## src/rtl/core/c2_coons_patch_point_eval_unit_macros.svh

```systemverilog
// Assertion macros for the Coons patch point evaluator.
`ifndef C2_COONS_PATCH_POINT_EVAL_UNIT_MACROS_SVH
`define C2_COONS_PATCH_POINT_EVAL_UNIT_MACROS_SVH
`ifndef SYNTH
`define CPE_ASSERT(label, clk, rst, prop, msg) \
  label: assert property (@(posedge clk) disable iff (rst) prop) else $error(msg);
`define CPE_ASSERT_NORST(label, clk, prop, msg) \
  label: assert property (@(posedge clk) prop) else $error(msg);
`else
`define CPE_ASSERT(label, clk, rst, prop, msg)
`define CPE_ASSERT_NORST(label, clk, prop, msg)
`endif
`endif

```

## src/rtl/core/cpe_pkg.sv

```systemverilog
// Shared types and constants for the Coons patch point evaluator.
`default_nettype none
package cpe_pkg;
  localparam int MaxUKnots = 64;
  localparam int MaxVKnots = 64;
  localparam int MaxSpaceDim = 4;
  localparam int NBlend = 6;
  localparam int UcDepth = NBlend * MaxUKnots * MaxSpaceDim;
  localparam int VcDepth = NBlend * MaxVKnots * MaxSpaceDim;
  localparam int CnDepth = NBlend * NBlend * MaxSpaceDim;
  localparam int UbDepth = NBlend * MaxUKnots;
  localparam int VbDepth = NBlend * MaxVKnots;
  localparam int UcAw = $clog2(UcDepth);
  localparam int VcAw = $clog2(VcDepth);
  localparam int CnAw = $clog2(CnDepth);
  localparam int UbAw = $clog2(UbDepth);
  localparam int VbAw = $clog2(VbDepth);
  localparam int CmdQDepth = 4;
  localparam int CmdQAw = $clog2(CmdQDepth);

  typedef logic [CmdQAw-1:0] cmdq_ptr_t;
  typedef logic [CmdQAw:0] cmdq_count_t;

  localparam logic [2:0] ACT_LOAD_C = 3'd0;
  localparam logic [2:0] ACT_LOAD_D = 3'd1;
  localparam logic [2:0] ACT_LOAD_P = 3'd2;
  localparam logic [2:0] ACT_LOAD_HU = 3'd3;
  localparam logic [2:0] ACT_LOAD_HV = 3'd4;
  localparam logic [2:0] ACT_QUERY = 3'd5;

  localparam logic [1:0] REG_U_KNOTS = 2'd0;
  localparam logic [1:0] REG_V_KNOTS = 2'd1;
  localparam logic [1:0] REG_SPACE_DIM = 2'd2;

  typedef struct packed {
    logic [2:0] action;
    logic [10:0] load_index;
    logic signed [31:0] load_value;
    logic [5:0] u_pick;
    logic [5:0] v_pick;
    logic [1:0] coord_pick;
  } in_item_t;

  typedef struct packed {
    logic signed [31:0] coord_value;
    logic saturated;
    logic out_of_range;
  } out_item_t;

  // queued command: a load or a query, classified by the front end
  typedef struct packed {
    logic is_query;
    logic oor;
    logic [2:0] action;
    logic [10:0] load_index;
    logic signed [31:0] load_value;
    logic [5:0] u_pick;
    logic [5:0] v_pick;
    logic [1:0] coord_pick;
    logic [2:0] sd;
  } cmd_t;
endpackage
`default_nettype wire

```

## src/rtl/core/cpe_front.sv

```systemverilog
// Front end: config registers, item classification and command queue.
`default_nettype none
module cpe_front (
  input wire logic clk,
  input wire logic rst,
  input wire logic cfg_we,
  input wire logic [1:0] cfg_index,
  input wire logic [6:0] cfg_data,
  input wire logic [2:0] in_action,
  input wire logic [10:0] in_load_index,
  input wire logic signed [31:0] in_load_value,
  input wire logic [5:0] in_u_pick,
  input wire logic [5:0] in_v_pick,
  input wire logic [1:0] in_coord_pick,
  input wire logic in_valid,
  output logic in_ready,
  output logic cmd_valid,
  output cpe_pkg::cmd_t cmd,
  input wire logic cmd_ready
);
  logic [6:0] u_knots;
  logic [6:0] v_knots;
  logic [2:0] space_dim;
  cpe_pkg::cmd_t q [cpe_pkg::CmdQDepth];
  cpe_pkg::cmdq_ptr_t wr_ptr;
  cpe_pkg::cmdq_ptr_t rd_ptr;
  cpe_pkg::cmdq_count_t count;
  logic [6:0] nu, nv;
  logic [2:0] sd;
  cpe_pkg::cmd_t c_in;
  logic push, pop;

  always_comb begin
    nu = (u_knots > 7'(cpe_pkg::MaxUKnots)) ? 7'(cpe_pkg::MaxUKnots) : u_knots;
    nv = (v_knots > 7'(cpe_pkg::MaxVKnots)) ? 7'(cpe_pkg::MaxVKnots) : v_knots;
    sd = (space_dim > 3'(cpe_pkg::MaxSpaceDim)) ? 3'(cpe_pkg::MaxSpaceDim) : space_dim;
    c_in.is_query = (in_action == cpe_pkg::ACT_QUERY);
    c_in.oor = ({1'b0, in_u_pick} >= nu) || ({1'b0, in_v_pick} >= nv)
               || ({1'b0, in_coord_pick} >= sd);
    c_in.action = in_action;
    c_in.load_index = in_load_index;
    c_in.load_value = in_load_value;
    c_in.u_pick = in_u_pick;
    c_in.v_pick = in_v_pick;
    c_in.coord_pick = in_coord_pick;
    c_in.sd = sd;
  end

  assign in_ready = (count != cpe_pkg::cmdq_count_t'(cpe_pkg::CmdQDepth));
  assign push = in_valid && in_ready;
  assign cmd_valid = (count != '0);
  assign pop = cmd_valid && cmd_ready;
  assign cmd = q[rd_ptr];

  always_ff @(posedge clk) begin
    if (rst) begin
      u_knots <= 7'd1;
      v_knots <= 7'd1;
      space_dim <= 3'd3;
      wr_ptr <= '0;
      rd_ptr <= '0;
      count <= '0;
    end else begin
      if (cfg_we) begin
        unique case (cfg_index)
          cpe_pkg::REG_U_KNOTS: u_knots <= cfg_data;
          cpe_pkg::REG_V_KNOTS: v_knots <= cfg_data;
          cpe_pkg::REG_SPACE_DIM: space_dim <= cfg_data[2:0];
          default: ;
        endcase
      end
      if (push) wr_ptr <= wr_ptr + cpe_pkg::cmdq_ptr_t'(1);
      if (pop) rd_ptr <= rd_ptr + cpe_pkg::cmdq_ptr_t'(1);
      count <= count + cpe_pkg::cmdq_count_t'(push) - cpe_pkg::cmdq_count_t'(pop);
    end
  end

  always_ff @(posedge clk) begin
    if (push) q[wr_ptr] <= c_in;
  end
endmodule
`default_nettype wire

```

## config.mk

```make
export PLATFORM = sky130hd
export DESIGN_NAME = cpe_front
export DESIGN_NICKNAME = d
export VERILOG_FILES = /design/src/rtl/core/c2_coons_patch_point_eval_unit_macros.svh /design/src/rtl/core/cpe_pkg.sv /design/src/rtl/core/cpe_front.sv
export SDC_FILE = /design/constraint.sdc
export NUM_CORES = 1
export LEC_CHECK = 0
export ABC_AREA = 0
export BUFFER_PORTS_ARGS = -buffer_cell sky130_fd_sc_hd__buf_2
export CORE_MARGIN = 5
export CORE_UTILIZATION = 57
export CTS_CLUSTER_SIZE = 24
export DETAILED_ROUTE_END_ITERATION = 8
export PLACE_DENSITY = 0.79
export REMOVE_ABC_BUFFERS = 1
export SYNTH_ARGS = -nofsm -noshare
export SYNTH_HDL_FRONTEND = slang
export SYNTH_SLANG_ARGS = --single-unit
```

## constraint.sdc

```tcl
create_clock -name clk -period 2.8 [get_ports clk]
set_input_delay 0.14 -clock clk [delete_from_list [all_inputs] [get_ports clk]]
set_output_delay 0.14 -clock clk [all_outputs]
set_load 0.01 [all_outputs]
```

# == After elaboration in Yosys (flattened, before gate mapping) ==
# Memories as Yosys holds them, arrays and structs flattened. A register that Yosys moved wholly into a read port is not among the register bits.
# Index checks and enable logic that the tools add are counted.
# op_classes
n_addsub,4
magnitude_cmp,6
eq_ne,4
n_mux,7
n_reduce_logical,9
# ops
operator,n
greater-or-equal comparator 6 x 7 -> 1 bit,2
greater-than comparator 7 bit (second input constant),2
two-way mux 7 bit,2
AND reduction 2 bit,3
adder 2 x 1 -> 2 bit (second input constant),2
two-way mux 2 bit,2
adder 3 x 1 -> 3 bit,1
== test 3 bit (second input constant),1
greater-or-equal comparator 2 x 3 -> 1 bit,1
greater-than comparator 3 bit (second input constant),1
two-way mux 3 bit,1
inequality test 3 bit (second input constant),1
nonzero test 3 bit,1
subtractor 3 x 1 -> 3 bit,1
== test 2 x 1 -> 1 bit (second input constant),1
== test 2 bit (second input constant),1
logical AND 1 bit,2
logical NOT 2 bit,1
logical OR 1 bit,2
two-way mux 1 bit,2
# word_totals
register_bits,24
ram_bits,260
mem_count,1
# mem_list
name,depth,width,read_ports,rd_clocked_by_memory_dff,wr,line_no,source
q,4,65,1,1,1,cpe_front.sv:24,cpe_pkg::cmd_t q [cpe_pkg::CmdQDepth];

# == Depth between registers and ports, before layout ==
# Gate-level depths: netlist of run 1.
# logic_depth
depth_word,5
mapped_depth,11
mapped_depth_nobuf,11

# == Worst setup path before layout of run 1 ==
# No wires, ideal clock.
# synth_timing
path_kind,register -> register
startpoint,register count[2]
endpoint,register count[2]
setup_ns,0.129
arrival_ns,2.117
t_required_ns,2.671
slack_ns,0.554
stages_incl_launch_ff,12
path_buffers,0
synth_period_minus_slack_ns,2.246
path_cell_list,dfxtp_1 or3b_4 and2_4 clkinv_4 ha_1 inv_1 ha_1 inv_1 fa_1 xor2_1 xnor2_1 nor2_1
# synth_via
elab_chain_cells,4
# synth_lines
element,line_no,source
from (decl),cpe_front.sv:27,cpe_pkg::cmdq_count_t count;
from (signal assigned),cpe_front.sv:74,count <= count + cpe_pkg::cmdq_count_t'(push) - cpe_pkg::cmdq_count_t'(pop);
inequality test 3 bit,cpe_front.sv:49,assign in_ready = (count != cpe_pkg::cmdq_count_t'(cpe_pkg::CmdQDepth));
named net in_ready,cpe_front.sv:16,"output logic in_ready,"
logical AND 1 bit,cpe_front.sv:50,assign push = in_valid && in_ready;
adder 3 x 1 -> 3 bit,cpe_front.sv:74,
subtractor 3 x 1 -> 3 bit,cpe_front.sv:74,
# The timed path passes the listed nets, and every way through them passes these cells.
# A chain may end at the register's enable or synchronous reset.

# == Worst setup path in the final report of run 1 ==
# layout_timing
startpoint,register count[2]
endpoint,register count[2]
# layout_via
elab_chain_cells,4
# layout_lines
element,line_no
inequality test 3 bit,cpe_front.sv:49
logical AND 1 bit,cpe_front.sv:50
adder 3 x 1 -> 3 bit,cpe_front.sv:74
subtractor 3 x 1 -> 3 bit (*),cpe_front.sv:74
# Mark *: on every way between the ends. The rest lies on a longest branch, timed or not.

==> flow_summary.json, run 1 <==
{
  "yosys.area.top_type": "edfxtp_1",
  "ctsResizeCount": 0,
  "via_count": 5493,
  "die_y_um": 148,
  "required_ps": 3180,
  "critical_path_class": "register to register",
  "overflow": 0,
  "h-tree-depth": 1,
  "post_drt_wl_per_cell_um": 21.1,
  "synth_flop_cell": "edfxtp_1",
  "syn_to_final_growth_pct": 24.1,
  "drive_gt1_share_pct": 35.9,
  "reg2reg_depth": 11,
  "yosysMostFrequentCell": "edfxtp_1",
  "nets": 823,
  "cp_slowest_cell": "or3b_4",
  "crit_chain": "or3b_4 -> and2_4 -> clkinv_4 -> ha_1 -> inv_1 -> ha_1 -> inv_1 -> fa_1 -> xor2_1 -> xnor2_1 -> nor2_1",
  "async_flop_share_pct": 0,
  "fin_util_pct": 72.0,
  "die_x_um": 148,
  "drtAntennaViolNets": 0,
  "finalHoldViolCount": 0,
  "die-area_um2": 21900,
  "cts-root-buf": "clkbuf_16",
  "vias_per_cell": 5.61,
  "r2r-start": "count[2]$_SDFF_PP0_",
  "place_area_um2": 11900,
  "clkTransAtPathRegs_ps": 60,
  "postLayoutCellArea_um2": 13500,
  "finalCritPeriodShare_pct": 86.2,
  "place_congestion": 0.801,
  "grt_use_total_pct": 19.2,
  "crit_start": "count[2]$_SDFF_PP0_",
  "grt_max_degree": 44,
  "synth_area_leaders": "edfxtp_1 (72%), mux4_2 (13%), dfxtp_1 (4.8%), ha_1 (2.3%), mux2i_1 (1.1%)",
  "first_iter_violations": 250,
  "fmax_mhz": 414,
  "rr_endpoint": "count[2]$_SDFF_PP0_",
  "irDropWorstVdd_v": 0.000531,
  "status": "complete, no violations",
  "crit_fanout": 6,
  "first_pass_iters": 7,
  "insertion_delay_ps": 510,
  "finalSetupViolCount": 0,
  "fin_crit_ps": 2410,
  "yosys_warnings": 0,
  "hpwl_um": 12900,
  "drc": 0,
  "drv_cap": 0,
  "slew_headroom_pct": 68.5,
  "post_cts_buffers": 0,
  "synth_edf_count": 260,
  "synth_commonest_cells": "edfxtp_1 (260), mux4_2 (65), dfxtp_1 (26), nor2_1 (26), ha_1 (20)",
  "worst-r2r-setup-slack_ps": 390,
  "setup_tns_ps": 0,
  "grt_pass1_wl_um": 32800,
  "antenna_found_initial": 0,
  "start_util_pct": 58.0,
  "diodes": 0,
  "cts_tree": "built",
  "cp-end-kind": "register",
  "syn_inst": 500,
  "cts_buffers": 27,
  "yosys_register_bits": 286,
  "slowest_delay_ps": 440,
  "cellPowerDensity_nw_per_um2": 847,
  "finClkSkew_ps": 6.34,
  "rsz0062_at_grt": "no",
  "p_leak_uw": 0.00470,
  "syn_area_per_cell_um2": 21.7,
  "wl_um": 20700,
  "crit_arrival_ps": 2800,
  "crit_end": "count[2]$_SDFF_PP0_",
  "cts.path.max_buffers": 3,
  "hold_slack_ps": 58.2,
  "yosysTopAreaCellShare_pct": 71.9,
  "hold_class": "input pin to register",
  "worstMarginPinSlew_ps": 471,
  "fp-row-count": 50,
  "cts_hold_buffers": 67,
  "ys_seq_area_share_pct": 76.7,
  "num_io_pins": 141,
  "finalMaxSlewViolations": 0,
  "grt_pass1_vias": 6067,
  "synthesis.area_um2": 10900,
  "core_um2": 18700,
  "start_kind": "register",
  "io_buffers": 140,
  "cts.sinks": 286,
  "synthDistinctLibCells": 37
}
flip-flops by register name (all words and copies together) (netlist names), named ones only:
register / cells
wr_ptr: 2
q: 260
space_dim: 3
u_knots: 7
count: 3
rd_ptr: 2
v_knots: 7
where the power goes:
part | switching [uW] | internal (uW)
clock | 1410 | 2120
combinational | 1240 | 1280
sequential | 211 | 5150
total | 2860 | 8560
metrics by stage:
stage	worst slack, ps	total power, uW	std cells
floorplan	-794	6960	480
finish	385	11400	980
detailed placement	404	7950	866
global route	274	11900	980
global placement	492	7870	866
CTS	385	11600	980
routing by layer:
metal / up-vias / routed length [um] / share of wire [%] / track usage, %
met5: - / 0 / 0 / 0
met4: 0 / 271 / 1.3 / 3.93
met3: 26 / 1140 / 5.5 / 3.56
met2: 166 / 10900 / 53 / 34.2
met1: 2813 / 8360 / 40 / 25.0
li1: 2488 / - / - / -
critical path, delay by kind of cell (launching register included):
kind,cells,cell delay [ps]
fa+ha+maj,3,730
simple gates,3,700
flops,1,370
xor+xnor,2,330
buf+inv,3,160
cell families (layout without fill, tap and decap cells):
family	count (synthesis)	after routing	synth area share (%)
flip-flops	286	286	76.7
multiplexers	77	77	14.6
AND/OR/NAND/NOR	65	65	3.33
XOR/XNOR	5	5	0.404
adder cells (fa/ha/maj)	21	21	2.49
AO/OA/AOI/OAI	15	15	1.04
buffers and inverters	31	277	1.42
final cells by class:
cell class                 count  area, um2
sequential                   286       8340
clock inverter                15        170
inverter                      11       46.3
multi-input combinational    183       2390
tap                          234        293
clock buffer                  32        694
fill                        1104       5230
timing repair buffer         219       1550
worst min path at each step:
stage | startpoint | end | slack [ps] | cells past startpoint
2_1_floorplan | rst | wr_ptr[1]$_SDFFE_PP0P_ | 200 | 1
3_3_place_gp | in_load_index[3] | q[0][52]$_DFFE_PP_ | 350 | 1
3_5_place_dp | in_load_index[9] | q[0][58]$_DFFE_PP_ | 360 | 1
4_1_cts | rst | rd_ptr[0]$_SDFFE_PP0P_ | 30 | 2
5_1_grt | rst | v_knots[3]$_SDFFE_PP0P_ | 60 | 2
6_report | rst | rd_ptr[0]$_SDFFE_PP0P_ | 60 | 2
layout by cell type, fill, tap and decap left out, types with 2 or more instances in the layout:
master / count
nand3b_1: 2
xnor2_1: 3
nor2_1: 26
nand2b_1: 13
dlygate4sd3_1: 67
a21oi_1: 5
nor3_1: 2
clkbuf_1: 5
inv_1: 10
clkinv_2: 4
nand2_1: 3
buf_4: 5
and3_4: 4
edfxtp_1: 260
mux4_2: 65
a211o_1: 4
xor2_1: 2
bufinv_16: 4
clkbuf_16: 27
nor2b_1: 5
buf_12: 7
dfxtp_4: 2
ha_1: 20
nand4b_1: 2
mux2i_1: 12
dfxtp_1: 24
clkinv_1: 6
buf_2: 140
Note: power is estimated with default switching activity, not from simulation.
==> inputs of run 2 (changes only) <==
--- a/config.mk
+++ b/config.mk
@@ -11,6 +11,7 @@
 export CORE_UTILIZATION = 57
 export CTS_CLUSTER_SIZE = 24
 export DETAILED_ROUTE_END_ITERATION = 8
+export GPL_TIMING_DRIVEN = 0
 export PLACE_DENSITY = 0.79
 export REMOVE_ABC_BUFFERS = 1
 export SYNTH_ARGS = -nofsm -noshare
==> run 2 against run 1 <==
  * Worst setup slack got worse by 100 ps
  * Global-route usage is 0.14 points higher
  * Power up 2.2%
  * Non-clock buffer count shrank 6
  * Design area up 0.71%
  * Critical path type is now register to primary output
  * Via count barely moved
  * Sequential power grew 1%
  * Sequential cell count stayed put
==> flow_summary.json, run 2 (synthesis results as in run 1) <==
{
  "cts_tree": "built",
  "top_regs": "q: 260 flops, u_knots: 7 flops, v_knots: 7 flops",
  "setup_tns_ps": 0,
  "crit_fanout": 36,
  "core_um2": 18700,
  "finalMaxSlewViolations": 0,
  "finClkSkew_ps": 8.97,
  "post_drt_wl_per_cell_um": 21.4,
  "drc": 0,
  "mostFrequentLayoutCells": "edfxtp_1 (260), buf_2 (140), dlygate4sd3_1 (67), mux4_2 (65), clkbuf_16 (32)",
  "io_buffers": 140,
  "ctsResizeCount": 0,
  "fp-row-count": 50,
  "via_count": 5491,
  "fmax_mhz": 397,
  "min_path_cells": 2,
  "grt_use_total_pct": 19.3,
  "diodes": 0,
  "fin_crit_ps": 2520,
  "h-tree-depth": 1,
  "combPwrFrac_pct": 20.9,
  "p_leak_uw": 0.00475,
  "overflow": 0,
  "antenna_found_initial": 0,
  "final_cells": 979,
  "r2r-start": "count[2]$_SDFF_PP0_",
  "top_register": "q",
  "fin_util_pct": 72.5,
  "largest_register_ffs": 260,
  "drv_cap": 0,
  "hpwl_um": 12500,
  "irDropWorstVdd_v": 0.000660,
  "first_iter_violations": 269,
  "clkTransAtPathRegs_ps": 60,
  "worstMarginPinSlew_ps": 1290,
  "first_pass_iters": 4,
  "seqPwrFrac_pct": 46.4,
  "finalHoldViolCount": 0,
  "start_kind": "register",
  "cellPowerDensity_nw_per_um2": 860,
  "crit_arrival_ps": 2380,
  "die_y_um": 148,
  "die_x_um": 148,
  "post-place-cells": 860,
  "p_clk_share_pct": 32.7,
  "min_to": "wr_ptr[0]$_SDFFE_PP0P_",
  "cts_buffers": 28,
  "wl_um": 20900,
  "grt_pass1_wl_um": 33000,
  "status": "complete, no violations",
  "cts.path.max_buffers": 3,
  "finalSetupViolCount": 0,
  "start_util_pct": 58.0,
  "syn_to_final_growth_pct": 25.0,
  "total_power_uw": 11700,
  "p_int_uw": 8730,
  "hold_start": "rst",
  "die-area_um2": 21900,
  "cts.sinks": 286,
  "vias_per_cell": 5.61,
  "hold_class": "input pin to register",
  "critical_path_class": "register to primary output",
  "grt_max_degree": 52,
  "required_ps": 2660,
  "insertion_delay_ps": 520,
  "final_common_cell": "edfxtp_1",
  "slew_headroom_pct": 14.1,
  "rr_endpoint": "count[2]$_SDFF_PP0_",
  "cp-end-kind": "primary output",
  "place_congestion": 0.846,
  "switchingPower_uw": 2940,
  "finalCritPeriodShare_pct": 89.9,
  "hold_slack_ps": 42.3,
  "num_io_pins": 141,
  "worst-r2r-setup-slack_ps": 330,
  "grt_pass1_vias": 6099,
  "drive_gt1_share_pct": 36.1,
  "p_sw_share_pct": 25.2,
  "nets": 818,
  "drtAntennaViolNets": 0,
  "cts-root-buf": "clkbuf_16",
  "reg2reg_depth": 11,
  "rsz0062_at_grt": "no"
}
run 2: power groups by stage:
| stage | Sequential (uW) | Combinational [uW] | Clock, uW |
|---|---|---|---|
| finish | 5420 | 2440 | 3810 |
| global route | 5470 | 2650 | 4090 |
| detailed placement | 5520 | 2400 | 0 |
| global placement | 5650 | 2170 | 0 |
| CTS | 5430 | 2490 | 3890 |
| floorplan | 5530 | 1420 | 0 |
run 2: per-stage QoR:
step | cell area (um2) | setup WS (ps)
2_1_floorplan | 10700 | -794
3_3_place_gp | 11700 | -2050
3_5_place_dp | 11900 | 418
4_1_cts | 13600 | 168
5_1_grt | 13600 | 66.0
6_report | 13600 | 284
run 2: how the worst max path moves through the flow:
stage | start | endpoint | cells past startpoint
CTS | register | cmd[60] | 3
finish | register | cmd[60] | 3
global route | register | cmd[60] | 3
global placement | register | cmd[58] | 2
detailed placement | count[2]$_SDFF_PP0_ | count[2]$_SDFF_PP0_ | 11
floorplan | register | cmd[0] | 1
run 2: what timing repair did:
| item | CTS | global route |
|---|---|---|
| setup endpoints to repair | 0 | 0 |
| hold endpoints to repair | 261 | 0 |
| hold buffers | 67 | 0 |
| buffers inserted | 0 | 0 |
run 2: metal layers:
layer  track usage (%)  vias up  routed length, um
li1                  -     2477                  -
met1              25.3     2784               8220
met2              34.1      196              10900
met3              3.56       34               1360
met4              4.53        0                454
met5                 0        -                  0
run 2: cell type report:
class / count / area, um2
fillers: 1072 / 5130
multi-input cells: 183 / 2390
well taps: 234 / 293
repair buffers: 213 / 1530
clock inverters: 9 / 77.6
flip-flops and latches: 286 / 8340
inverters: 11 / 46.3
clock buffers: 43 / 902
run 2: critical path: stages (launching register included):
cell     delay [ps]
dfxtp_4         750
buf_16          340
mux4_2          570
buf_2           160
